===== config.mk =====
export PLATFORM = sky130hd
export DESIGN_NAME = hpnw_div
export DESIGN_NICKNAME = d
export VERILOG_FILES = /design/src/design/hpnw_div.sv
export SDC_FILE = /design/constraint.sdc
export NUM_CORES = 1
export LEC_CHECK = 0
export BUFFER_PORTS_ARGS = -buffer_cell sky130_fd_sc_hd__buf_4
export CAP_MARGIN = 20
export CORE_ASPECT_RATIO = 0.9
export CORE_MARGIN = 2
export CORE_UTILIZATION = 35
export CTS_BUF_LIST = sky130_fd_sc_hd__clkbuf_2
export CTS_CLUSTER_SIZE = 25
export DETAILED_ROUTE_END_ITERATION = 8
export SLEW_MARGIN = 25
export SYNTH_ARGS = -nofsm -noshare
export SYNTH_HDL_FRONTEND = slang
export SYNTH_SLANG_ARGS = --single-unit

===== constraint.sdc =====
create_clock -name clk -period 4.7 [get_ports clk]
set_clock_uncertainty 0.15 [all_clocks]
set_input_delay 0.47 -clock clk [delete_from_list [all_inputs] [get_ports clk]]
set_output_delay 0.47 -clock clk [all_outputs]
set_load 0.03 [all_outputs]

===== src/design/hpnw_div.sv =====
`timescale 1ns / 1ps
// ----------------------------------------------------------------------------
// hpnw_div: serial restoring divider
// Unsigned quotient, one bit per cycle, after a start pulse.
// ----------------------------------------------------------------------------
module hpnw_div #(
  parameter int NW = 47,
  parameter int DW = 32
) (
  input  logic          clk,
  input  logic          rst,
  input  logic          start,
  input  logic [NW-1:0] num,
  input  logic [DW-1:0] den,
  output logic          done,
  output logic [NW-1:0] quo
);

  localparam int CNTW = $clog2(NW + 1);

  logic            busy;
  logic [CNTW-1:0] cnt;
  logic [DW-1:0]   rem;
  logic [DW-1:0]   den_r;
  logic [DW:0]     trial;
  logic            fits;
  logic [DW:0]     rem_next;

  always_comb begin
    trial    = {rem, quo[NW-1]};
    fits     = trial >= {1'b0, den_r};
    rem_next = fits ? trial - {1'b0, den_r} : trial;
  end

  always_ff @(posedge clk) begin
    if (rst) begin
      busy <= 1'b0;
      done <= 1'b0;
      cnt  <= '0;
    end else begin
      done <= 1'b0;
      if (start) begin
        busy  <= 1'b1;
        cnt   <= '0;
        rem   <= '0;
        quo   <= num;
        den_r <= den;
      end else if (busy) begin
        quo <= {quo[NW-2:0], fits};
        rem <= rem_next[DW-1:0];
        cnt <= cnt + 1'b1;
        if (cnt == CNTW'(NW - 1)) begin
          busy <= 1'b0;
          done <= 1'b1;
        end
      end
    end
  end

endmodule


# Word-level counts from Yosys, hierarchy flattened
# Cells that the tools add are included.
[word_totals]
inputBits = 82
elab_cells = 25
register_bits = 119
[classes]
n_eq_ne = 1
n_addsub = 2
mux = 8
bitwise_logic = 2
n_reduce_logical = 5
magnitude_cmp = 1
[op_table]
columns = ["op", "n"]
rows = [
  ["47-bit 2-to-1 mux", 2],
  ["32-bit 2-to-1 mux", 2],
  ["33-bit by 32-bit >= comparator with 1-bit output", 1],
  ["32-bit subtractor", 1],
  ["6-bit by 1-bit adder with 6-bit output (second input constant)", 1],
  ["6-bit == test (second input constant)", 1],
  ["1-bit 2-to-1 mux", 4],
  ["2-bit AND reduction", 2],
  ["3-bit OR reduction", 1],
  ["1-bit inverter", 2],
  ["2-bit nonzero test", 1],
  ["2-bit OR reduction", 1],
]

# Depth between registers and ports, before layout
[logic_depth]
ltp_word = 4
depth_mapped = 14
ltp_nobuf = 12

# Worst setup path before layout
# No wires, ideal clock.
[synth_timing]
path_type = "input port to flip-flop"
start = "in start"
end = "reg quo[0], enable pin"
slack_ns = -0.307
stages = 4
setup_time_ns = 0.517
arrival_time_ns = 4.340
path_cell_list = "clkbuf_1 > clkbuf_1 > nor2_1 > nor2_1"
[synth_via]
elab_chain_cells = 2
[synth_lines]
columns = ["element", "line_no", "source"]
rows = [
  ["from (decl)", "12", "input logic start,"],
  ["2-bit nonzero test (no line)", "--", ""],
  ["2-bit AND reduction (no line)", "--", ""],
  ["to (signal assigned)", "46", "quo <= num;"],
  ["to (signal assigned)", "49", "quo <= {quo[NW-2:0], fits};"],
  ["to (decl)", "16", "output logic [NW-1:0] quo"],
]
# Every way passes these cells.
# A chain may end at the register's enable or synchronous reset.

# Worst setup path in the final report
[layout_timing]
start = "reg rem[23]"
end = "reg rem[7] (data pin)"
[layout_via]
elab_chain_cells = 3
[layout_lines]
columns = ["element", "line_no", "source"]
rows = [
  ["from (decl)", "23", "logic [DW-1:0] rem;"],
  ["from (signal assigned)", "50", "rem <= rem_next[DW-1:0];"],
  ["33-bit by 32-bit >= comparator with 1-bit output", "31", "fits = trial >= {1'b0, den_r};"],
  ["32-bit 2-to-1 mux", "32", "rem_next = fits ? trial - {1'b0, den_r} : trial;"],
  ["32-bit 2-to-1 mux", "48", "end else if (busy) begin"],
]
# Every way passes these cells. The select of a mux whose other input is x is not followed.

==> run summary <==
Outcome: finished clean
Number of buffers added by the clock tree synthesis step: 17
Row Count: 47
Total global-route track usage: 0.1651
Launching element type of the critical path: register
Avg WL per Cell: 15.48 um
Switching power share of the total: 0.3441
Total power density per cell area: 308.9 mW/mm^2
Post-synth cell types: 53
Proportion of synthesized flip-flops having asynchronous set or reset: 0
Die boundary height: 134.8 um
Number of maximum-capacitance violations: 0
Layer with the highest usage after global routing: met2
Slew Limit Fails: 0
First-pass GRT wire length: 26310 um
Residual overflow from global routing: 0
Commonest cells after routing, fill and taps aside: sky130_fd_sc_hd__buf_4 (132), sky130_fd_sc_hd__edfxtp_1 (111), sky130_fd_sc_hd__dlygate4sd3_1 (81)
Warning count from the yosys run: 0
Clock transition at path regs: 230 ps
Post-synthesis net count: 699
Largest net degree at the start of global routing: 80
TritonCTS clock tree: built
Total Neg Setup Slack: 0 ps
Worst VDD drop: 0.0001725 V
Floorplan Core Area: 0.01852 mm^2
Net Sw Power: 0.0009445 W
Vias in the first global route: 5469
Post-detailed-route via-to-cell ratio: 4.964
Proportion of layout cells with a drive suffix above 1: 0.2727
Share of the yosys chip area belonging to registers: 0.5253
Capturing element type of the critical path: register
Clock network latency to the later pin of the worst-skew pair: 720 ps
Min Tclk post-route: 3851 ps
Share of total power in the clock network: 0.210
H-tree level count: 4
Initial core utilization: 0.3590
Number of buffers on the longest clock path: 2
Clock tree root driver cell: sky130_fd_sc_hd__clkbuf_2
Initial antenna violation count: 0
Fraction of met1 tracks used by global routing: 0.2047
Share of the core filled with cells: 0.4798
Number of antenna diodes: 0
Cell area after synthesis: 0.006650 mm^2
F_max: 259.7 MHz
Number of top-level pins: 130
Most instantiated flip-flop cell in the synthesis netlist: sky130_fd_sc_hd__edfxtp_1
Portion of total power attributed to combinational logic: 0.313
Tcrit/Tclk final: 0.8193
Number of enable-type register cells in the synthesized netlist: 111
Final routed DRC violation total: 0
I/O Buffers: 129
First drt pass iteration count: 4
Vias: 5202
Path depth of the worst reg2reg path: 9
Total half-perimeter wirelength after legalization and detailed placement: 11050 um
Commonest non-fill, non-tap cell in the layout: sky130_fd_sc_hd__buf_4
Rel. slew slack: 0.3575
Internal: 0.001801 W
Worst Tran Pin Value: 963.7 ps
M3 GR Usage: 0.06216
Count of final hold-check violations: 0
Total Die Area: 0.02012 mm^2
RSZ-0062 raised after global routing: false
Biggest area consumer among synthesized cells: sky130_fd_sc_hd__edfxtp_1
Mean instance size in the synthesized netlist: 11.43 um^2
Die Width: 149.3 um
Setup ws final: 849.4 ps
Routability cong.: 0.8191
Met2 track demand over resource in global routing: 0.2744
# clock sinks: 119
Initial DRC count: 255
Residual antenna-violating net count after detailed routing: 0
Classification of the worst-slack hold path: in -> reg
Classification of the worst setup path: reg -> reg
Layout overhead on the synthesized area: 33.64%
Number of instances in the synthesized netlist: 582
Number of endpoints failing setup at the final stage: 0
Post-Place Worst Slack: 624.1 ps
Number of stages on the worst hold path: 4
Total leakage power: 3.662 nW
Worst endpoint required time: 4970 ps
Worst endpoint data arrival time: 4120 ps
Portion of synthesized cell area occupied by the leading cell type: 0.5012
Fraction of power consumed by sequential logic: 0.477
# nets final: 908
Total detailed-routing wirelength: 16220 um
Number of storage elements in the synthesis netlist: 119
Post CTS Setup Buffer Count: 0
Top cells by area, synth: sky130_fd_sc_hd__edfxtp_1 (50%), sky130_fd_sc_hd__mux2_2 (7.8%), sky130_fd_sc_hd__ha_1 (6.4%)
Critical path peak fanout: 20
layout make-up:
class,instances,area [um^2]
clock buffers,17,85.08
repair buffers,215,1828
fillers,1693,9637
flip-flops and latches,119,3493
multi-input cells,400,2929
inverters,38,142.6
clock inverters,14,102.6
well taps,245,306.5
worst max-delay path, stage by stage (launching register included):
cell                        delay, ps
sky130_fd_sc_hd__edfxtp_1         450
sky130_fd_sc_hd__ha_1             460
sky130_fd_sc_hd__a21oi_1          420
sky130_fd_sc_hd__nor3_1            80
sky130_fd_sc_hd__a2111oi_0        450
sky130_fd_sc_hd__o211ai_1         230
sky130_fd_sc_hd__a31oi_4          680
sky130_fd_sc_hd__buf_4            350
sky130_fd_sc_hd__mux2i_1          220
sky130_fd_sc_hd__nor2_1            60
sequential cells by signal (all words and copies together) (netlist names):
name,flops
cnt,6
busy,1
den_r,32
done,1
rem,32
quo,47
kinds of logic (layout without fill, tap and decap cells):
group,count (synthesis),after routing,synth area share
xor+xnor,29,29,0.03819
compound gates,112,112,0.1101
flops,119,119,0.5253
fa+ha+maj,35,35,0.06698
mux,71,71,0.1155
buf+inv,63,284,0.03707
simple gates,153,153,0.1069
synthesized netlist by cell type, types with 14 or more instances:
library cell / instances
sky130_fd_sc_hd__inv_1: 38
sky130_fd_sc_hd__mux2_2: 46
sky130_fd_sc_hd__clkbuf_1: 19
sky130_fd_sc_hd__nand3_1: 14
sky130_fd_sc_hd__ha_1: 34
sky130_fd_sc_hd__edfxtp_1: 111
sky130_fd_sc_hd__xnor2_1: 17
sky130_fd_sc_hd__a21oi_1: 37
sky130_fd_sc_hd__nand2_1: 36
sky130_fd_sc_hd__o21ai_0: 16
sky130_fd_sc_hd__mux2i_1: 25
sky130_fd_sc_hd__nor2_1: 58
path summary, 6_finish.rpt:
path,from,end,slack [ps]
setup / recovery,rem[23],rem[7],850
hold / removal,start,rem[31],120
setup reg to reg,rem[23],rem[7],850
hold reg to reg,cnt[5],cnt[5],370
metal layers:
layer  part of all wire  wire length, um
met2               0.46             7436
met4             0.0092              150
met1               0.45             7376
met3              0.078             1259
met5                  0                0
repair_timing:
action                    4_1_cts  5_1_grt
hold endpoints to repair       87        0
hold buffers                   81        0
gates resized for setup         0        0
metrics by stage:
stage                     hold WS [ps]  instances  instance area [um^2]  total power [W]
final                            116.5       1048                  8887         0.002745
after global routing             78.40       1048                  8887         0.002911
after CTS                        61.84       1047                  8869         0.002770
after detailed placement         342.0        935                  7870         0.002129
after global placement           319.6        935                  7870         0.002112
after floorplan                  308.4        582                  6653         0.001902
power groups by stage:
stage / Clock [W] / Sequential, W / Combinational, W
after floorplan: 0 / 0.00137 / 0.000530
after global placement: 0 / 0.00133 / 0.000782
after global routing: 0.000643 / 0.00132 / 0.000948
after CTS: 0.000604 / 0.00131 / 0.000855
after detailed placement: 0 / 0.00133 / 0.000797
final: 0.000576 / 0.00131 / 0.000860
Power figures use the tool's default switching activity.
