$ cat config.mk
export PLATFORM = sky130hd
export DESIGN_NAME = hpnw_cell
export DESIGN_NICKNAME = d
export VERILOG_FILES = /design/src/design/hpnw_pkg.sv /design/src/design/hpnw_cell.sv
export SDC_FILE = /design/constraint.sdc
export NUM_CORES = 2
export LEC_CHECK = 0
export ABC_AREA = 1
export BUFFER_PORTS_ARGS = -buffer_cell sky130_fd_sc_hd__buf_2
export CAP_MARGIN = 25
export CELL_PAD_IN_SITES_DETAIL_PLACEMENT = 1
export CELL_PAD_IN_SITES_GLOBAL_PLACEMENT = 1
export CORE_MARGIN = 2
export CORE_UTILIZATION = 49
export DETAILED_ROUTE_END_ITERATION = 10
export GPL_TIMING_DRIVEN = 0
export HOLD_SLACK_MARGIN = 0.02
export PLACE_DENSITY_LB_ADDON = 0.1
export SETUP_SLACK_MARGIN = 0.3
export SKIP_CTS_REPAIR_TIMING = 1
export SLEW_MARGIN = 20
export SYNTH_ARGS = -nofsm -noshare
export SYNTH_HDL_FRONTEND = slang
export SYNTH_SLANG_ARGS = --single-unit
$ cat constraint.sdc
create_clock -name clk -period 33 [get_ports clk]
set_clock_uncertainty 0.2 [all_clocks]
set_input_delay 1.65 -clock clk [delete_from_list [all_inputs] [get_ports clk]]
set_output_delay 1.65 -clock clk [all_outputs]
set_load 0.02 [all_outputs]
$ cat src/design/hpnw_pkg.sv
`timescale 1ns / 1ps
// ----------------------------------------------------------------------------
// hpnw_pkg: shared types and constants of the point normalize and weld block
// Beat structures of both channels, register indexes and cell control.
// ----------------------------------------------------------------------------
package hpnw_pkg;

  // Configuration register indexes.
  localparam logic [2:0] REG_SCALE_X = 3'd0;
  localparam logic [2:0] REG_SCALE_Y = 3'd1;
  localparam logic [2:0] REG_SCALE_Z = 3'd2;
  localparam logic [2:0] REG_TARGET  = 3'd3;
  localparam logic [2:0] REG_WELD    = 3'd4;

  // Unity in unsigned Q1.16.
  localparam logic [16:0] ONE_Q16 = 17'h10000;

  typedef struct packed {
    logic signed [31:0] vertex_x;
    logic signed [31:0] vertex_y;
    logic signed [31:0] vertex_z;
    logic               last_vertex;
    logic               no_vertex;
  } in_t;

  typedef struct packed {
    logic signed [31:0] point_x;
    logic signed [31:0] point_y;
    logic signed [31:0] point_z;
    logic signed [31:0] center_x;
    logic signed [31:0] center_y;
    logic signed [31:0] center_z;
    logic [16:0]        norm_scale;
    logic               last_point;
    logic               set_empty;
    logic               points_dropped;
  } out_t;

  typedef struct packed {
    logic shift;
    logic clear;
  } cell_ctrl_t;

endpackage

$ cat src/design/hpnw_cell.sv
`timescale 1ns / 1ps
// ----------------------------------------------------------------------------
// hpnw_cell: one weld cell of the kept point row
// Holds one kept point, checks passing candidates against it, and takes the
// first candidate that reaches it empty and unwelded.
// ----------------------------------------------------------------------------
module hpnw_cell #(
  parameter int CW = 32
) (
  input  logic                   clk,
  input  logic                   rst,
  input  hpnw_pkg::cell_ctrl_t   ctrl,
  input  logic [15:0]            weld,
  input  logic [31:0]            w2,
  input  logic                   in_v,
  input  logic                   in_dup,
  input  logic [3*CW-1:0]        in_q,
  output logic                   out_v,
  output logic                   out_dup,
  output logic [3*CW-1:0]        out_q,
  input  logic                   nb_kv,
  input  logic [3*CW-1:0]        nb_kq,
  output logic                   kv,
  output logic [3*CW-1:0]        kq
);

  logic signed [CW:0] dif [3];
  logic [CW:0]        mag [3];
  logic [2:0]         far;
  logic [31:0]        sq [3];
  logic [33:0]        dsum;
  logic               near;

  always_comb begin
    for (int a = 0; a < 3; a++) begin
      dif[a] = (CW+1)'($signed(in_q[a*CW +: CW])) - (CW+1)'($signed(kq[a*CW +: CW]));
      mag[a] = dif[a][CW] ? (CW+1)'(-dif[a]) : (CW+1)'(dif[a]);
      far[a] = mag[a] >= (CW+1)'(weld);
      sq[a]  = mag[a][15:0] * mag[a][15:0];
    end
    dsum = 34'(sq[0]) + 34'(sq[1]) + 34'(sq[2]);
    near = kv && (far == 3'b000) && (dsum < 34'(w2));
  end

  always_ff @(posedge clk) begin
    if (rst || ctrl.clear) begin
      kv    <= 1'b0;
      out_v <= 1'b0;
    end else if (ctrl.shift) begin
      kv    <= nb_kv;
      kq    <= nb_kq;
      out_v <= 1'b0;
    end else begin
      out_v   <= in_v && kv;
      out_dup <= in_dup | near;
      out_q   <= in_q;
      if (in_v && !kv && !in_dup) begin
        kv <= 1'b1;
        kq <= in_q;
      end
    end
  end

endmodule

## Word level (Yosys, flattened, before mapping)

Cells that the tools add are included.

| word-level totals | value |
|---|---|
| flip-flop bits (word level) | 195 |
| memories | 0 |
| RAM bits | 0 |
| latch bits | 0 |
| input bits | 247 |
| output and inout bits | 195 |
| ROM bits | 0 |
| word-level logic and storage cells | 43 |

| operators by class | value |
|---|---|
| shift operators | 0 |
| add/subtract/negate cells | 8 |
| reduce and logical (&&, ||, !) cells | 13 |
| multiplexer cells | 7 |
| bitwise operators | 3 |
| equality and inequality tests | 0 |
| multiply operators | 3 |
| $lt $le $gt $ge | 4 |
| div/mod/pow operators | 0 |

Operator list:

| operator | count |
|---|---|
| $mux W96 | 2 |
| $ge A33 B16 Y1 | 3 |
| $mux W33 | 3 |
| $neg A33 Y33 | 3 |
| $sub A32 B32 Y33 | 3 |
| $mul A16 B16 Y32 | 3 |
| $add A33 B32 Y34 | 1 |
| $lt A34 B32 Y1 | 1 |
| $add A32 B32 Y33 | 1 |
| $logic_and A1 B1 Y1 | 5 |
| $reduce_and A2 Y1 | 2 |
| $logic_not A3 Y1 | 1 |
| $logic_not A1 Y1 | 2 |
| $mux W1 | 2 |
| $not A1 Y1 | 2 |
| $reduce_bool A2 Y1 | 1 |
| $reduce_or A2 Y1 | 1 |
| $logic_or A1 B1 Y1 | 1 |
| $or A1 B1 Y1 | 1 |

## Depth between registers and ports, before layout

| logic depth | value |
|---|---|
| word-level depth | 9 |
| depth in mapped cells | 65 |

## Worst setup path before layout

No wires, ideal clock.

| timing | value |
|---|---|
| path kind | input-to-reg |
| start point | input port in_q[32] |
| end point | register out_dup (data pin) |
| setup time | 0.143 ns |
| arrival | 12.000 ns |
| cell stages on the path | 59 |
| setup slack | 20.657 ns |
| cell sequence | inv_1 -> ha_1 -> fa_1 -> inv_1 -> nand3_1 -> nand2_2 -> nand2_1 -> nand2_2 -> nand2_1 -> nand2_1 -> nand4_1 -> nand3b_1 -> nand2_2 -> inv_2 -> buf_2 -> o21ai_1 -> xor2_1 -> buf_4 -> [... 23 more ...] -> a21oi_1 -> o21ai_1 -> nand2_1 -> nand3_1 -> nand2_1 -> ha_1 -> a2111o_1 -> nor3_1 -> nand2_1 -> nor2_1 -> nand3_1 -> nor2_1 -> nand2_1 -> nor2_1 -> nand3_1 -> nor2_1 -> nand3_1 -> o21bai_2 |

| on the way | value |
|---|---|
| longest elaborated chain between the ends | 9 |
| elaborated cells between the ends (all ways) | 12 |
| those cells by class | add/sub (4); mul (1); order compare (2); mux (1); bitwise (1); reduce/logical (3) |

Ends and longest elaborated chain:

| what | line | text |
|---|---|---|
| from (decl) | hpnw_cell.sv:17 | `input logic [3*CW-1:0] in_q,` |
| $sub A32 B32 Y33 * | hpnw_cell.sv:36 | `dif[a] = (CW+1)'($signed(in_q[a*CW +: CW])) - (CW+1)'($signed(kq[a*CW +: CW]));` |
| $neg A33 Y33 | hpnw_cell.sv:37 | `mag[a] = dif[a][CW] ? (CW+1)'(-dif[a]) : (CW+1)'(dif[a]);` |
| $mux W33 * | hpnw_cell.sv:37 |  |
| $mul A16 B16 Y32 | hpnw_cell.sv:39 | `sq[a] = mag[a][15:0] * mag[a][15:0];` |
| $add A32 B32 Y33 | hpnw_cell.sv:41 | `dsum = 34'(sq[0]) + 34'(sq[1]) + 34'(sq[2]);` |
| $add A33 B32 Y34 | hpnw_cell.sv:41 |  |
| $lt A34 B32 Y1 | hpnw_cell.sv:42 | `near = kv && (far == 3'b000) && (dsum < 34'(w2));` |
| $logic_and A1 B1 Y1 * | hpnw_cell.sv:42 |  |
| $or A1 B1 Y1 * | hpnw_cell.sv:55 | `out_dup <= in_dup \| near;` |
| to (signal assigned) | hpnw_cell.sv:55 |  |
| to (decl) | hpnw_cell.sv:19 | `output logic out_dup,` |

Mark *: on every way between the ends. The rest lies on a longest branch, timed or not.
A chain may end at the register's enable or synchronous reset.

## Worst setup path after layout

| timing | value |
|---|---|
| start point | input port in_q[0] |
| end point | register out_dup (data pin) |

Same word-level chain as after synthesis.

==> out/results.txt <==
Max Root-Sink Buffers -> 2
Die area -> 0.0895 mm²
CP peak stage delay -> 0.85 ns
WP data arrival -> 16.22 ns
Final setup vio count -> 0
Routability-driven placement congestion ratio -> 0.930
Number of primary I/O pins -> 442
Port Buf Inserts -> 441
Initial antenna violation count -> 4
Status -> complete, no violations
DRC violation count after routing -> 0
Critical path type -> input port to flop
Data required time of the worst path -> 33.15 ns
Number of synthesized flops with an enable pin -> 193
Area fraction of the dominant cell type after synthesis -> 0.290
Kind of path behind the tightest hold check -> flop to flop
Area of all placed cells without fillers -> 0.0471 mm²
Setup repair after global routing missed its margin -> false
Slew Limit Headroom -> 0.234
Placed instance area -> 0.0465 mm²
Cell chosen for the clock root -> sky130_fd_sc_hd__clkbuf_16
Total number of H-tree levels -> 4
Max-cap violation count -> 0
Cell at the slowest stage of the critical path -> sky130_fd_sc_hd__xor2_1
Ratio of cells with drive above 1 in the final layout -> 0.106
Yosys reg bits -> 195
Initial detailed-routing violation count -> 1973
Most instantiated flip-flop cell in the synthesis netlist -> sky130_fd_sc_hd__edfxtp_1
Register area -> 0.00584 mm²
Detailed-route via count -> 38700
Fraction of registers with async set or reset after synthesis -> 0
Post-Synth Adder-Cell Area -> 0.418
Part of the cycle the worst path needs -> 0.487
ANT nets after route -> 0
Main combinational cell family by area after synthesis -> adder cells
RR Startpoint -> kq[0]
Total number of nets in the final design -> 7558
Most used cell along the critical path -> sky130_fd_sc_hd__nand2_1
Area of the multi-input gates -> 0.0308 mm²
Largest net degree at the start of global routing -> 28
Die Ht -> 299 µm
Post-synthesis to final-layout area growth -> 10.4%
Number of nets produced by synthesis -> 7089
GRT overflow -> 0
Critical path origin -> in_q[0]
Width of the die -> 299 µm
Worst Setup Start Kind -> input port
Std cell rows -> 108
Post-DR vias/cell -> 5.22
DP HPWL -> 129000 µm
Hold Path Origin -> kv
Final setup margin -> 16.94 ns
Xor/xnor share of the synthesized area -> 0.0151
Hold violation total from the final report -> 0
Max Clock Freq -> 62.2 MHz
Fraction of synthesized area in multiplexers -> 0
Number of distinct library cells after synthesis -> 54
Total GRT Usage -> 0.330
Biggest fanout along the worst timing path -> 10
TritonCTS Sinks -> 195
Syn Inst Count -> 5786
CTS clk-pin slew, worst paths -> 0.08 ns
Initial Util -> 0.494
Core Region -> 0.0865 mm²
Netlist Area Pre-Place -> 0.0427 mm²
Post-Route Setup TNS -> 0 ns
Drt pass-1 iters -> 6
Hold Worst Slack -> 0.425 ns
Wire length of the first global-routing pass -> 228000 µm
Via count of the first global-routing pass -> 43100
Synthesis warning total -> 0
Latest clock arrival within the worst-skew pair -> 0.51 ns
Time the worst path needs with I/O delays and setup -> 16.06 ns
Post-placement worst setup slack -> 16.75 ns
Max Slew Vio Count -> 0
DR WL/cell -> 19.5 µm
Post-synthesis sequential area ratio -> 0.137
Commonest non-fill, non-tap cells in the layout -> 1568 x sky130_fd_sc_hd__nand2_1, 1469 x sky130_fd_sc_hd__inv_1, 619 x sky130_fd_sc_hd__fa_1, 551 x sky130_fd_sc_hd__nor2_1, 483 x sky130_fd_sc_hd__buf_2
Cell taking the most area after synthesis -> sky130_fd_sc_hd__fa_1
TritonCTS clock tree -> done
Compound-cell area share of the yosys netlist -> 0.0333
Commonest non-fill, non-tap cell in the layout -> sky130_fd_sc_hd__nand2_1
Synth area leaders -> sky130_fd_sc_hd__fa_1 29%, sky130_fd_sc_hd__nand2_1 14%, sky130_fd_sc_hd__edfxtp_1 14%
Average footprint of a synthesized cell -> 7.38 µm²
Fill cells -> 11300
Endpoint class of the critical path -> flop
Simple-gate portion of the synthesized area -> 0.254
Slew @ Worst Pin -> 1.14 ns
CTS Buf Count -> 17
Final wirelength -> 145000 µm
## flip-flops by register name, summed over array words and instances (netlist names)
register  count
kq           96
kv            1
out_dup       1
out_q        96
out_v         1
## worst max-delay path: cells and delay by family
kind	cells	cell delay, ns
fa+ha+maj	13	6.22
simple gates	27	3.72
buf+inv	8	1.34
compound gates	9	2.43
xor+xnor	1	0.85
## stage by stage
stage | utilization | cells
floorplan | - | 5786
global placement | 0.536 | 7382
detailed placement | 0.538 | 7391
CTS | 0.545 | 7423
global route | 0.545 | 7424
finish | 0.545 | 7426
## layout make-up
cell class,count,area share
multi-input combinational,4003,0.654
sequential,195,0.124
inverter,1507,0.120
timing repair buffer,450,0.0501
tap,1155,0.0307
clock buffer,17,0.00903
buffer,81,0.00855
clock inverter,15,0.00385
antenna,3,0.000159
## Yosys cell counts, types with 20 or more instances
library cell	number
sky130_fd_sc_hd__nand2_1	1568
sky130_fd_sc_hd__inv_1	1469
sky130_fd_sc_hd__fa_1	619
sky130_fd_sc_hd__nor2_1	553
sky130_fd_sc_hd__ha_1	437
sky130_fd_sc_hd__nand3_1	292
sky130_fd_sc_hd__edfxtp_1	193
sky130_fd_sc_hd__a21oi_1	140
sky130_fd_sc_hd__nand4_1	58
sky130_fd_sc_hd__xor2_1	50
sky130_fd_sc_hd__o21ai_0	49
sky130_fd_sc_hd__buf_2	42
sky130_fd_sc_hd__nand2_2	35
sky130_fd_sc_hd__inv_2	31
sky130_fd_sc_hd__nor3_1	29
sky130_fd_sc_hd__clkbuf_1	26
sky130_fd_sc_hd__xnor2_1	20
## final timing paths
kind,endpoint,slack [ns],cells after the start
worst min register to register,kv,0.43,2
worst max-delay path,out_dup,16.94,58
worst max register to register,out_dup,17.93,56
worst min-delay path,kv,0.43,2
## layer usage
metal / wire length [µm] / GRT usage
met1: 56100 / 0.381
met2: 72300 / 0.588
met3: 8120 / 0.0554
met4: 8400 / 0.172
met5: 11 / 0
## logic make-up (layout without fill, tap and decap cells)
logic type | after synthesis | count (layout)
AO/OA/AOI/OAI | 252 | 252
XOR/XNOR | 72 | 72
adder cells (fa/ha/maj) | 1056 | 1056
buffers and inverters | 1588 | 2070
flip-flops | 195 | 195
other | 0 | 3
AND/OR/NAND/NOR | 2623 | 2623
Power is left out: the tool's default activity adds up to more than one toggle a clock period on the data nets, which glitch-free logic cannot reach.
